**src/rtl/i2p_pkg.sv**
```systemverilog
`timescale 1ns / 1ps
// shared types, character codes and classification functions for the
// infix-to-postfix converter; no dependencies

package i2p_pkg;

	// default operator stack depth
	localparam int STACK_DEPTH_DEF = 32;

	// operator characters
	localparam logic [7:0] CH_POW   = 8'h5E; // '^'
	localparam logic [7:0] CH_DIV   = 8'h2F; // '/'
	localparam logic [7:0] CH_MUL   = 8'h2A; // '*'
	localparam logic [7:0] CH_ADD   = 8'h2B; // '+'
	localparam logic [7:0] CH_SUB   = 8'h2D; // '-'
	localparam logic [7:0] CH_EQ    = 8'h3D; // '='
	localparam logic [7:0] CH_LPAR  = 8'h28; // '('
	localparam logic [7:0] CH_RPAR  = 8'h29; // ')'
	localparam logic [7:0] CH_SPACE = 8'h20;
	localparam logic [7:0] CH_TAB   = 8'h09;
	localparam logic [7:0] CH_CR    = 8'h0D;
	localparam logic [7:0] CH_NUL   = 8'h00;

	// error codes carried by a result
	localparam logic [1:0] ERR_NONE = 2'd0;
	localparam logic [1:0] ERR_OVF  = 2'd1;
	localparam logic [1:0] ERR_UNM  = 2'd2;

	// request from the sequencer to the output buffer
	typedef struct packed {
		logic       push;
		logic       fin;
		logic [7:0] char_v;
		logic [1:0] err;
	} ob_req_t;

	// operator precedence
	function automatic logic [2:0] prec_of(input logic [7:0] c);
		logic [2:0] p;
		unique case (c)
			CH_POW:         p = 3'd5;
			CH_MUL, CH_DIV: p = 3'd4;
			CH_ADD, CH_SUB: p = 3'd3;
			CH_EQ:          p = 3'd2;
			default:        p = 3'd1;
		endcase
		return p;
	endfunction

	// blank, tab through carriage return
	function automatic logic is_space(input logic [7:0] c);
		return (c == CH_SPACE) || (c >= CH_TAB && c <= CH_CR);
	endfunction

	// ascii letter or digit
	function automatic logic is_alnum(input logic [7:0] c);
		return (c >= 8'h30 && c <= 8'h39) || (c >= 8'h41 && c <= 8'h5A) ||
			(c >= 8'h61 && c <= 8'h7A);
	endfunction

endpackage

```
**src/rtl/i2p_stack.sv**
```systemverilog
`timescale 1ns / 1ps
// operator stack storage: single write port, registered read port
// uses i2p_pkg for the default depth

module i2p_stack
	import i2p_pkg::*;
#(
	parameter int DEPTH = STACK_DEPTH_DEF,
	localparam int IDX_W = (DEPTH > 1) ? $clog2(DEPTH) : 1
) (
	input  logic             clk,
	input  logic             we,
	input  logic [IDX_W-1:0] waddr,
	input  logic [7:0]       wdata,
	input  logic             re,
	input  logic [IDX_W-1:0] raddr,
	output logic [7:0]       rdata
);

	logic [7:0] mem_q [DEPTH];
	logic [7:0] rdata_q;

	// write port
	always_ff @(posedge clk) begin
		if (we) begin
			mem_q[waddr] <= wdata;
		end
	end

	// registered read, holds between reads
	always_ff @(posedge clk) begin
		if (re) begin
			rdata_q <= mem_q[raddr];
		end
	end

	assign rdata = rdata_q;

endmodule

```
**src/rtl/i2p_outbuf.sv**
```systemverilog
`timescale 1ns / 1ps
// result buffer: one pending result plus the output register, so the
// last-result mark is set once the item is known to be finished; uses i2p_pkg

module i2p_outbuf
	import i2p_pkg::*;
(
	input  logic       clk,
	input  logic       arst_n,
	input  ob_req_t    req,
	output logic       ok,
	output logic       out_valid,
	input  logic       out_ready,
	output logic [7:0] out_char,
	output logic       is_last,
	output logic [1:0] error
);

	logic       o_valid_q;
	logic [7:0] o_char_q;
	logic       o_last_q;
	logic [1:0] o_err_q;
	logic       p_valid_q;
	logic [7:0] p_char_q;
	logic [1:0] p_err_q;
	logic       o_free;
	logic       move_o;
	logic       load_p;

	assign o_free = !o_valid_q || out_ready;
	assign ok     = !p_valid_q || o_free;
	// pending result moves out on a new push or on finish
	assign move_o = ok && p_valid_q && (req.push || req.fin);
	assign load_p = ok && req.push;

	// valid bits
	always_ff @(posedge clk or negedge arst_n) begin
		if (!arst_n) begin
			o_valid_q <= 1'b0;
			p_valid_q <= 1'b0;
		end else begin
			if (move_o) begin
				o_valid_q <= 1'b1;
			end else if (out_ready) begin
				o_valid_q <= 1'b0;
			end
			if (load_p) begin
				p_valid_q <= 1'b1;
			end else if (move_o) begin
				p_valid_q <= 1'b0;
			end
		end
	end

	// payload
	always_ff @(posedge clk) begin
		if (move_o) begin
			o_char_q <= p_char_q;
			o_err_q  <= p_err_q;
			o_last_q <= req.fin;
		end
		if (load_p) begin
			p_char_q <= req.char_v;
			p_err_q  <= req.err;
		end
	end

	assign out_valid = o_valid_q;
	assign out_char  = o_char_q;
	assign is_last   = o_last_q;
	assign error     = o_err_q;

endmodule

```
**src/rtl/infix_to_postfix_converter.sv**
```systemverilog
`timescale 1ns / 1ps
// top level of the infix-to-postfix converter: sequencer around the
// operator stack and the result buffer; uses i2p_pkg, i2p_stack, i2p_outbuf

// Shunting-yard converter taking one ASCII character, or an end-of-expression
// command, per transaction and giving postfix characters one per transaction,
// the last one of each input marked by is_last. The block takes one input at a
// time: in_ready is high only while the sequencer is idle. An input that looks
// at no stack entry goes through decode, then finish, an error result given at
// decode included. Otherwise decode is followed by a stack read, then a step per
// popped entry, a step to inspect an entry that stays on the stack or is the
// discarded '(', a step for the push of an operator and a step for an error
// result, and then finish. A ')' without matching '(' gives error 2 after the
// popped characters, a push onto a full stack gives error 1 and drops the
// character. There is no clearing pass after reset.

module infix_to_postfix_converter
	import i2p_pkg::*;
#(
	parameter int STACK_DEPTH = STACK_DEPTH_DEF
) (
	input  logic       clk,
	input  logic       arst_n,
	input  logic       in_valid,
	output logic       in_ready,
	input  logic       cmd,
	input  logic [7:0] ch,
	output logic       out_valid,
	input  logic       out_ready,
	output logic [7:0] out_char,
	output logic       is_last,
	output logic [1:0] error
);

	localparam int IDX_W = (STACK_DEPTH > 1) ? $clog2(STACK_DEPTH) : 1;
	localparam int CNT_W = $clog2(STACK_DEPTH + 1);
	localparam logic [CNT_W-1:0] CNT_FULL = CNT_W'(STACK_DEPTH);
	localparam logic [CNT_W-1:0] CNT_ONE  = CNT_W'(1);

	typedef enum logic [5:0] {
		S_IDLE = 6'b000001,
		S_RD   = 6'b000010,
		S_POP  = 6'b000100,
		S_PUSH = 6'b001000,
		S_ERR  = 6'b010000,
		S_FIN  = 6'b100000
	} state_t;

	typedef enum logic [1:0] {
		MODE_FLUSH = 2'd0,
		MODE_CLOSE = 2'd1,
		MODE_OPER  = 2'd2
	} mode_t;

	state_t           st_q, st_d;
	mode_t            mode_q, mode_d;
	logic [CNT_W-1:0] count_q, count_d;
	logic [7:0]       ch_q, ch_d;
	logic [1:0]       err_q, err_d;
	logic [CNT_W-1:0] cnt_m1, cnt_m2;
	logic             we, re, pop;
	logic [IDX_W-1:0] raddr;
	logic [7:0]       wdata, top;
	ob_req_t          ob_req;
	logic             ob_ok;

	assign cnt_m1   = count_q - CNT_ONE;
	assign cnt_m2   = cnt_m1 - CNT_ONE;
	assign in_ready = (st_q == S_IDLE);

	// sequencer
	always_comb begin
		st_d    = st_q;
		mode_d  = mode_q;
		count_d = count_q;
		ch_d    = ch_q;
		err_d   = err_q;
		we      = 1'b0;
		re      = 1'b0;
		pop     = 1'b0;
		raddr   = cnt_m1[IDX_W-1:0];
		wdata   = ch_q;
		ob_req  = '0;
		unique case (st_q)
			S_IDLE: begin
				if (in_valid) begin
					ch_d = ch;
					wdata = ch;
					st_d = S_FIN;
					if (cmd) begin
						mode_d = MODE_FLUSH;
						if (count_q != '0) begin
							re = 1'b1;
							st_d = S_RD;
						end
					end else if (is_space(ch)) begin
						st_d = S_FIN;
					end else if (is_alnum(ch)) begin
						ob_req.push = 1'b1;
						ob_req.char_v = ch;
						ob_req.err = ERR_NONE;
					end else if (ch == CH_LPAR) begin
						if (count_q < CNT_FULL) begin
							we = 1'b1;
							count_d = count_q + CNT_ONE;
						end else begin
							ob_req.push = 1'b1;
							ob_req.char_v = CH_NUL;
							ob_req.err = ERR_OVF;
						end
					end else begin
						mode_d = (ch == CH_RPAR) ? MODE_CLOSE : MODE_OPER;
						if (count_q != '0) begin
							re = 1'b1;
							st_d = S_RD;
						end else if (ch == CH_RPAR) begin
							ob_req.push = 1'b1;
							ob_req.char_v = CH_NUL;
							ob_req.err = ERR_UNM;
						end else begin
							we = 1'b1;
							count_d = count_q + CNT_ONE;
						end
					end
				end
			end
			S_RD: begin
				st_d = S_POP;
			end
			S_POP: begin
				if (ob_ok) begin
					unique case (mode_q)
						MODE_FLUSH: begin
							pop = 1'b1;
						end
						MODE_CLOSE: begin
							if (top == CH_LPAR) begin
								count_d = cnt_m1;
								st_d = S_FIN;
							end else begin
								pop = 1'b1;
							end
						end
						MODE_OPER: begin
							if (prec_of(ch_q) <= prec_of(top)) begin
								pop = 1'b1;
							end else begin
								st_d = S_PUSH;
							end
						end
						default: begin
							st_d = S_FIN;
						end
					endcase
				end
			end
			S_PUSH: begin
				if (count_q < CNT_FULL) begin
					we = 1'b1;
					count_d = count_q + CNT_ONE;
					st_d = S_FIN;
				end else begin
					err_d = ERR_OVF;
					st_d = S_ERR;
				end
			end
			S_ERR: begin
				ob_req.push = 1'b1;
				ob_req.char_v = CH_NUL;
				ob_req.err = err_q;
				if (ob_ok) begin
					st_d = S_FIN;
				end
			end
			S_FIN: begin
				ob_req.fin = 1'b1;
				if (ob_ok) begin
					st_d = S_IDLE;
				end
			end
			default: begin
				st_d = S_IDLE;
			end
		endcase

		// pop the top entry out and fetch the next one, if any
		if (pop) begin
			ob_req.push = 1'b1;
			ob_req.char_v = top;
			ob_req.err = ERR_NONE;
			count_d = cnt_m1;
			if (cnt_m1 != '0) begin
				re = 1'b1;
				raddr = cnt_m2[IDX_W-1:0];
			end else begin
				unique case (mode_q)
					MODE_CLOSE: begin
						err_d = ERR_UNM;
						st_d = S_ERR;
					end
					MODE_OPER: begin
						st_d = S_PUSH;
					end
					default: begin
						st_d = S_FIN;
					end
				endcase
			end
		end
	end

	// control state
	always_ff @(posedge clk or negedge arst_n) begin
		if (!arst_n) begin
			st_q    <= S_IDLE;
			count_q <= '0;
		end else begin
			st_q    <= st_d;
			count_q <= count_d;
		end
	end

	// item registers
	always_ff @(posedge clk) begin
		mode_q <= mode_d;
		ch_q   <= ch_d;
		err_q  <= err_d;
	end

	i2p_stack #(
		.DEPTH(STACK_DEPTH)
	) u_stack (
		.clk   (clk),
		.we    (we),
		.waddr (count_q[IDX_W-1:0]),
		.wdata (wdata),
		.re    (re),
		.raddr (raddr),
		.rdata (top)
	);

	i2p_outbuf u_outbuf (
		.clk       (clk),
		.arst_n    (arst_n),
		.req       (ob_req),
		.ok        (ob_ok),
		.out_valid (out_valid),
		.out_ready (out_ready),
		.out_char  (out_char),
		.is_last   (is_last),
		.error     (error)
	);

endmodule
```
**config.mk**
```make
export PLATFORM = sky130hd
export DESIGN_NAME = infix_to_postfix_converter
export DESIGN_NICKNAME = d
export VERILOG_FILES = /design/src/rtl/i2p_pkg.sv /design/src/rtl/i2p_stack.sv /design/src/rtl/i2p_outbuf.sv /design/src/rtl/infix_to_postfix_converter.sv
export SDC_FILE = /design/constraint.sdc
export NUM_CORES = 1
export LEC_CHECK = 0
export BUFFER_PORTS_ARGS = -buffer_cell sky130_fd_sc_hd__buf_2
export CAP_MARGIN = 20
export CORE_MARGIN = 2
export CORE_UTILIZATION = 46
export DETAILED_ROUTE_END_ITERATION = 8
export HOLD_SLACK_MARGIN = 0.15
export RECOVER_POWER = 50
export SYNTH_ARGS = -nofsm -noshare
export SYNTH_HDL_FRONTEND = slang
export SYNTH_SLANG_ARGS = --single-unit
```
**constraint.sdc**
```tcl
create_clock -name clk -period 11.1 [get_ports clk]
set_input_delay 0.555 -clock clk [delete_from_list [all_inputs] [get_ports clk]]
set_output_delay 0.555 -clock clk [all_outputs]
set_load 0.01 [all_outputs]
```
==> flow_metrics.env <==
export IMPL_fin_nets=1069
export IMPL_synth_edff_count=287
export IMPL_crit_top_cell="buf_4"
export IMPL_drtAntennaViolNets=0
export IMPL_syn_avg_cell_area_um2=13.3
export IMPL_fin_area_um2=15000
export IMPL_numCtsBuffers=34
export IMPL_drtIter0Drc=901
export IMPL_syn_inst=1018
export IMPL_critPathMaxFanout=76
export IMPL_initial_utilization=0.469
export IMPL_hold_class="in -> reg"
export IMPL_arrival_ns=5.81
export IMPL_drv_slew=68
export IMPL_max_cap_viol_count=2
export IMPL_seqPwrFrac=0.389
export IMPL_period_share=0.497
export IMPL_violations="max-capacitance violations, max-slew violations"
export IMPL_postCtsSetupRepairBufs=0
export IMPL_slew_headroom=-0.0869
export IMPL_switching_share=0.373
export IMPL_postCtsHoldBufs=1
export IMPL_ios=26
export IMPL_cts_sinks=311
export IMPL_multiInputGateArea_um2=4020
export IMPL_tightest_slew_ns=1.63
export IMPL_fillers=2462
export IMPL_synth_flop_cell="edfxtp_1"
export IMPL_p_switching_mw=1.54
export IMPL_htreeDepth=2
export IMPL_antenna_found_initial=1
export IMPL_cellPowerDensity_nw_per_um2=275
export IMPL_finalSetupViolCount=0
export IMPL_max_stage_delay_ns=0.72
export IMPL_rsz0062_at_grt="false"
export IMPL_port_buffers=25
export IMPL_row_count=62
export IMPL_drt_total_wl_um=33000
export IMPL_grt_overflow_total=0
export IMPL_synthArstFlopShare=0.0450
export IMPL_path_cells="xor2_1, nor3b_1, a22oi_1, ha_1, and3b_1, o21ai_0, a221oi_4, or3_1, buf_4, nand2_2, buf_4, a2111oi_0, nor4_1, o32ai_1, a221oi_1"
export IMPL_detail_route_wl_per_cell_um=22.8
export IMPL_via_per_inst=5.99
export IMPL_combPwrFrac=0.346
export IMPL_seqCellArea_um2=9170
export IMPL_drive_above_1_share=0.0904
export IMPL_clk_pin_slew_ns=0.06
export IMPL_synth_cell_types=75
export IMPL_crit_path_start_kind="register"
export IMPL_grtUsageTotal=0.214
export IMPL_yosys_register_bits=311
export IMPL_final_min_clock_period_ns=5.51
export IMPL_irDropWorstVdd_v=0.000177
export IMPL_hpwl_um=20700
export IMPL_grt_max_degree=77
export IMPL_drt_pass1_iter_count=6
export IMPL_end_kind="register"
export IMPL_antennaDiodeCount=0
export IMPL_grt_pass1_vias=8295
export IMPL_clockPowerShare=0.266
export IMPL_ctsResizeCount=0
export IMPL_clk_latency_ns=0.52
export IMPL_fp_dieH_um=176
export IMPL_slowest_stage="buf_4"
export IMPL_synth_warnings=0
export IMPL_coreArea_um2=28900
export IMPL_synth_nets=1049
export IMPL_drc=0
export IMPL_syn_to_final_growth_pct=11.1
export IMPL_clock_skew_ns=0.0145
export IMPL_fin_tns_setup_ns=0
export IMPL_vias=8659
export IMPL_place_gp_congestion=0.803
export IMPL_cp_required_ns=11.40
export IMPL_cts_buffer_depth=3
export IMPL_cts_tree="done"
export IMPL_cts_root_buf="clkbuf_16"
export IMPL_internal_power_mw=2.59
export IMPL_die_area_um2=30800
export IMPL_grt_pass1_wl_um=50200
export IMPL_hold_violations=0
export IMPL_fmax_mhz=181
export IMPL_die_w_um=176
export IMPL_p_leak_nw=5.08
export IMPL_placedInstanceArea_um2=14000
export IMPL_syn_cell_area_um2=13500
export IMPL_status="finished with violations"
export IMPL_ys_seq_area_frac=0.677
export IMPL_crit_type="reg -> reg"
kinds of logic after synthesis:
family / share of synthesized area
xor+xnor: 0.00961
fa+ha+maj: 0.0166
flops: 0.677
compound gates: 0.0935
buf+inv: 0.0265
simple gates: 0.146
mux: 0.0306
metal layers:
layer | routed length [um] | track usage | vias up
met5 | 13 | 0 | -
met4 | 947 | 0.0654 | 2
met3 | 2300 | 0.0368 | 69
met2 | 15700 | 0.351 | 328
met1 | 14000 | 0.294 | 4285
li1 | - | - | 3975
flip-flops by register name (all words and copies together) (netlist names), 6 cells and up:
name,cells
ch_q,8
count_q,6
st_q,6
u_outbuf.out_char,8
u_outbuf.p_char_q,8
u_stack.mem_q,256
u_stack.rdata,8
stage by stage:
step | power (mW) | hold slack [ns] | instances | utilization | worst slack, ns
6_report | 4.13 | 0.360 | 1446 | 0.521 | 5.59
2_1_floorplan | 2.58 | 0.259 | 1018 | - | 7.44
4_1_cts | 4.14 | 0.343 | 1446 | 0.522 | 5.56
5_1_grt | 4.33 | 0.382 | 1446 | 0.521 | 5.13
3_3_place_gp | 3.04 | 0.404 | 1385 | 0.484 | 5.68
3_5_place_dp | 3.05 | 0.406 | 1385 | 0.484 | 5.59
cell usage in the layout, fill, tap and decap left out, types with 6 or more instances in the layout:
cell type | netlist | routed
a2111oi_0 | 29 | 29
a211oi_1 | 18 | 18
a21oi_1 | 19 | 19
a221oi_1 | 8 | 8
a22o_1 | 8 | 8
a311oi_1 | 14 | 14
a32oi_1 | 15 | 15
and3_1 | 45 | 45
buf_2 | 23 | 10
buf_4 | 4 | 14
clkbuf_1 | 22 | 18
clkbuf_16 | 0 | 35
clkinv_1 | 0 | 7
clkinv_2 | 0 | 9
dfrtp_1 | 13 | 13
dfxtp_1 | 10 | 10
edfxtp_1 | 287 | 287
ha_1 | 18 | 18
inv_1 | 15 | 15
mux2_1 | 0 | 7
mux2i_1 | 23 | 23
nand2_1 | 173 | 173
nand3_1 | 40 | 40
nand4_1 | 17 | 17
nor2_1 | 64 | 65
nor3_1 | 8 | 8
nor4_1 | 10 | 10
o21ai_0 | 15 | 15
o32ai_1 | 7 | 7
or3_1 | 6 | 6
xnor2_1 | 8 | 8
Yosys cell counts (12+ instances only):
cell,number,area (um2)
edfxtp_1,287,8620
nand2_1,173,649
nor2_1,64,240
and3_1,45,282
nand3_1,40,200
a2111oi_0,29,254
buf_2,23,115
mux2i_1,23,230
clkbuf_1,22,82.6
a21oi_1,19,95.1
a211oi_1,18,135
ha_1,18,225
nand4_1,17,106
a32oi_1,15,131
inv_1,15,56.3
o21ai_0,15,75.1
a311oi_1,14,123
dfrtp_1,13,325
mux2_2,12,135
worst max-delay path, delay by kind of cell (launching register included):
kind	cells	cell delay, ns
and+or+nand+nor	5	1.72
xor gates and xnor gates	1	0.20
adders and majority gates	1	0.32
DFF	1	0.50
AOI/OAI and AO/OA	6	1.54
buffers and inverters	2	0.97
final timing paths:
| path | slack (ns) | from | end | cells after the start |
|---|---|---|---|---|
| worst max-delay path | 5.59 | u_stack.rdata[0] | u_stack.rdata[3] | 15 |
| worst min-delay path | 0.36 | in_valid | st_q[0] | 3 |
| worst max register to register | 5.59 | u_stack.rdata[0] | u_stack.rdata[3] | 15 |
| worst min register to register | 0.42 | u_outbuf.p_char_q[1] | u_outbuf.out_char[1] | 0 |
| max in group asynchronous | 9.99 | arst_n | count_q[1] | 2 |
| min in group asynchronous | 0.62 | arst_n | st_q[3] | 2 |
area by class of cell:
type / instances / share of cell area
flip-flops and latches: 311 / 0.610
multi-input cells: 635 / 0.267
clock buffers: 40 / 0.0615
well taps: 384 / 0.0320
repair buffers: 41 / 0.0150
clock inverters: 20 / 0.0107
inverters: 15 / 0.00375
power by group through the flow:
| stage | clock network, mW | logic, mW | registers [mW] |
|---|---|---|---|
| 2_1_floorplan | 0 | 0.991 | 1.59 |
| 3_3_place_gp | 0 | 1.43 | 1.61 |
| 3_5_place_dp | 0 | 1.43 | 1.62 |
| 4_1_cts | 1.11 | 1.44 | 1.59 |
| 5_1_grt | 1.16 | 1.56 | 1.61 |
| 6_report | 1.10 | 1.43 | 1.60 |
Power figures use the tool's default switching activity.
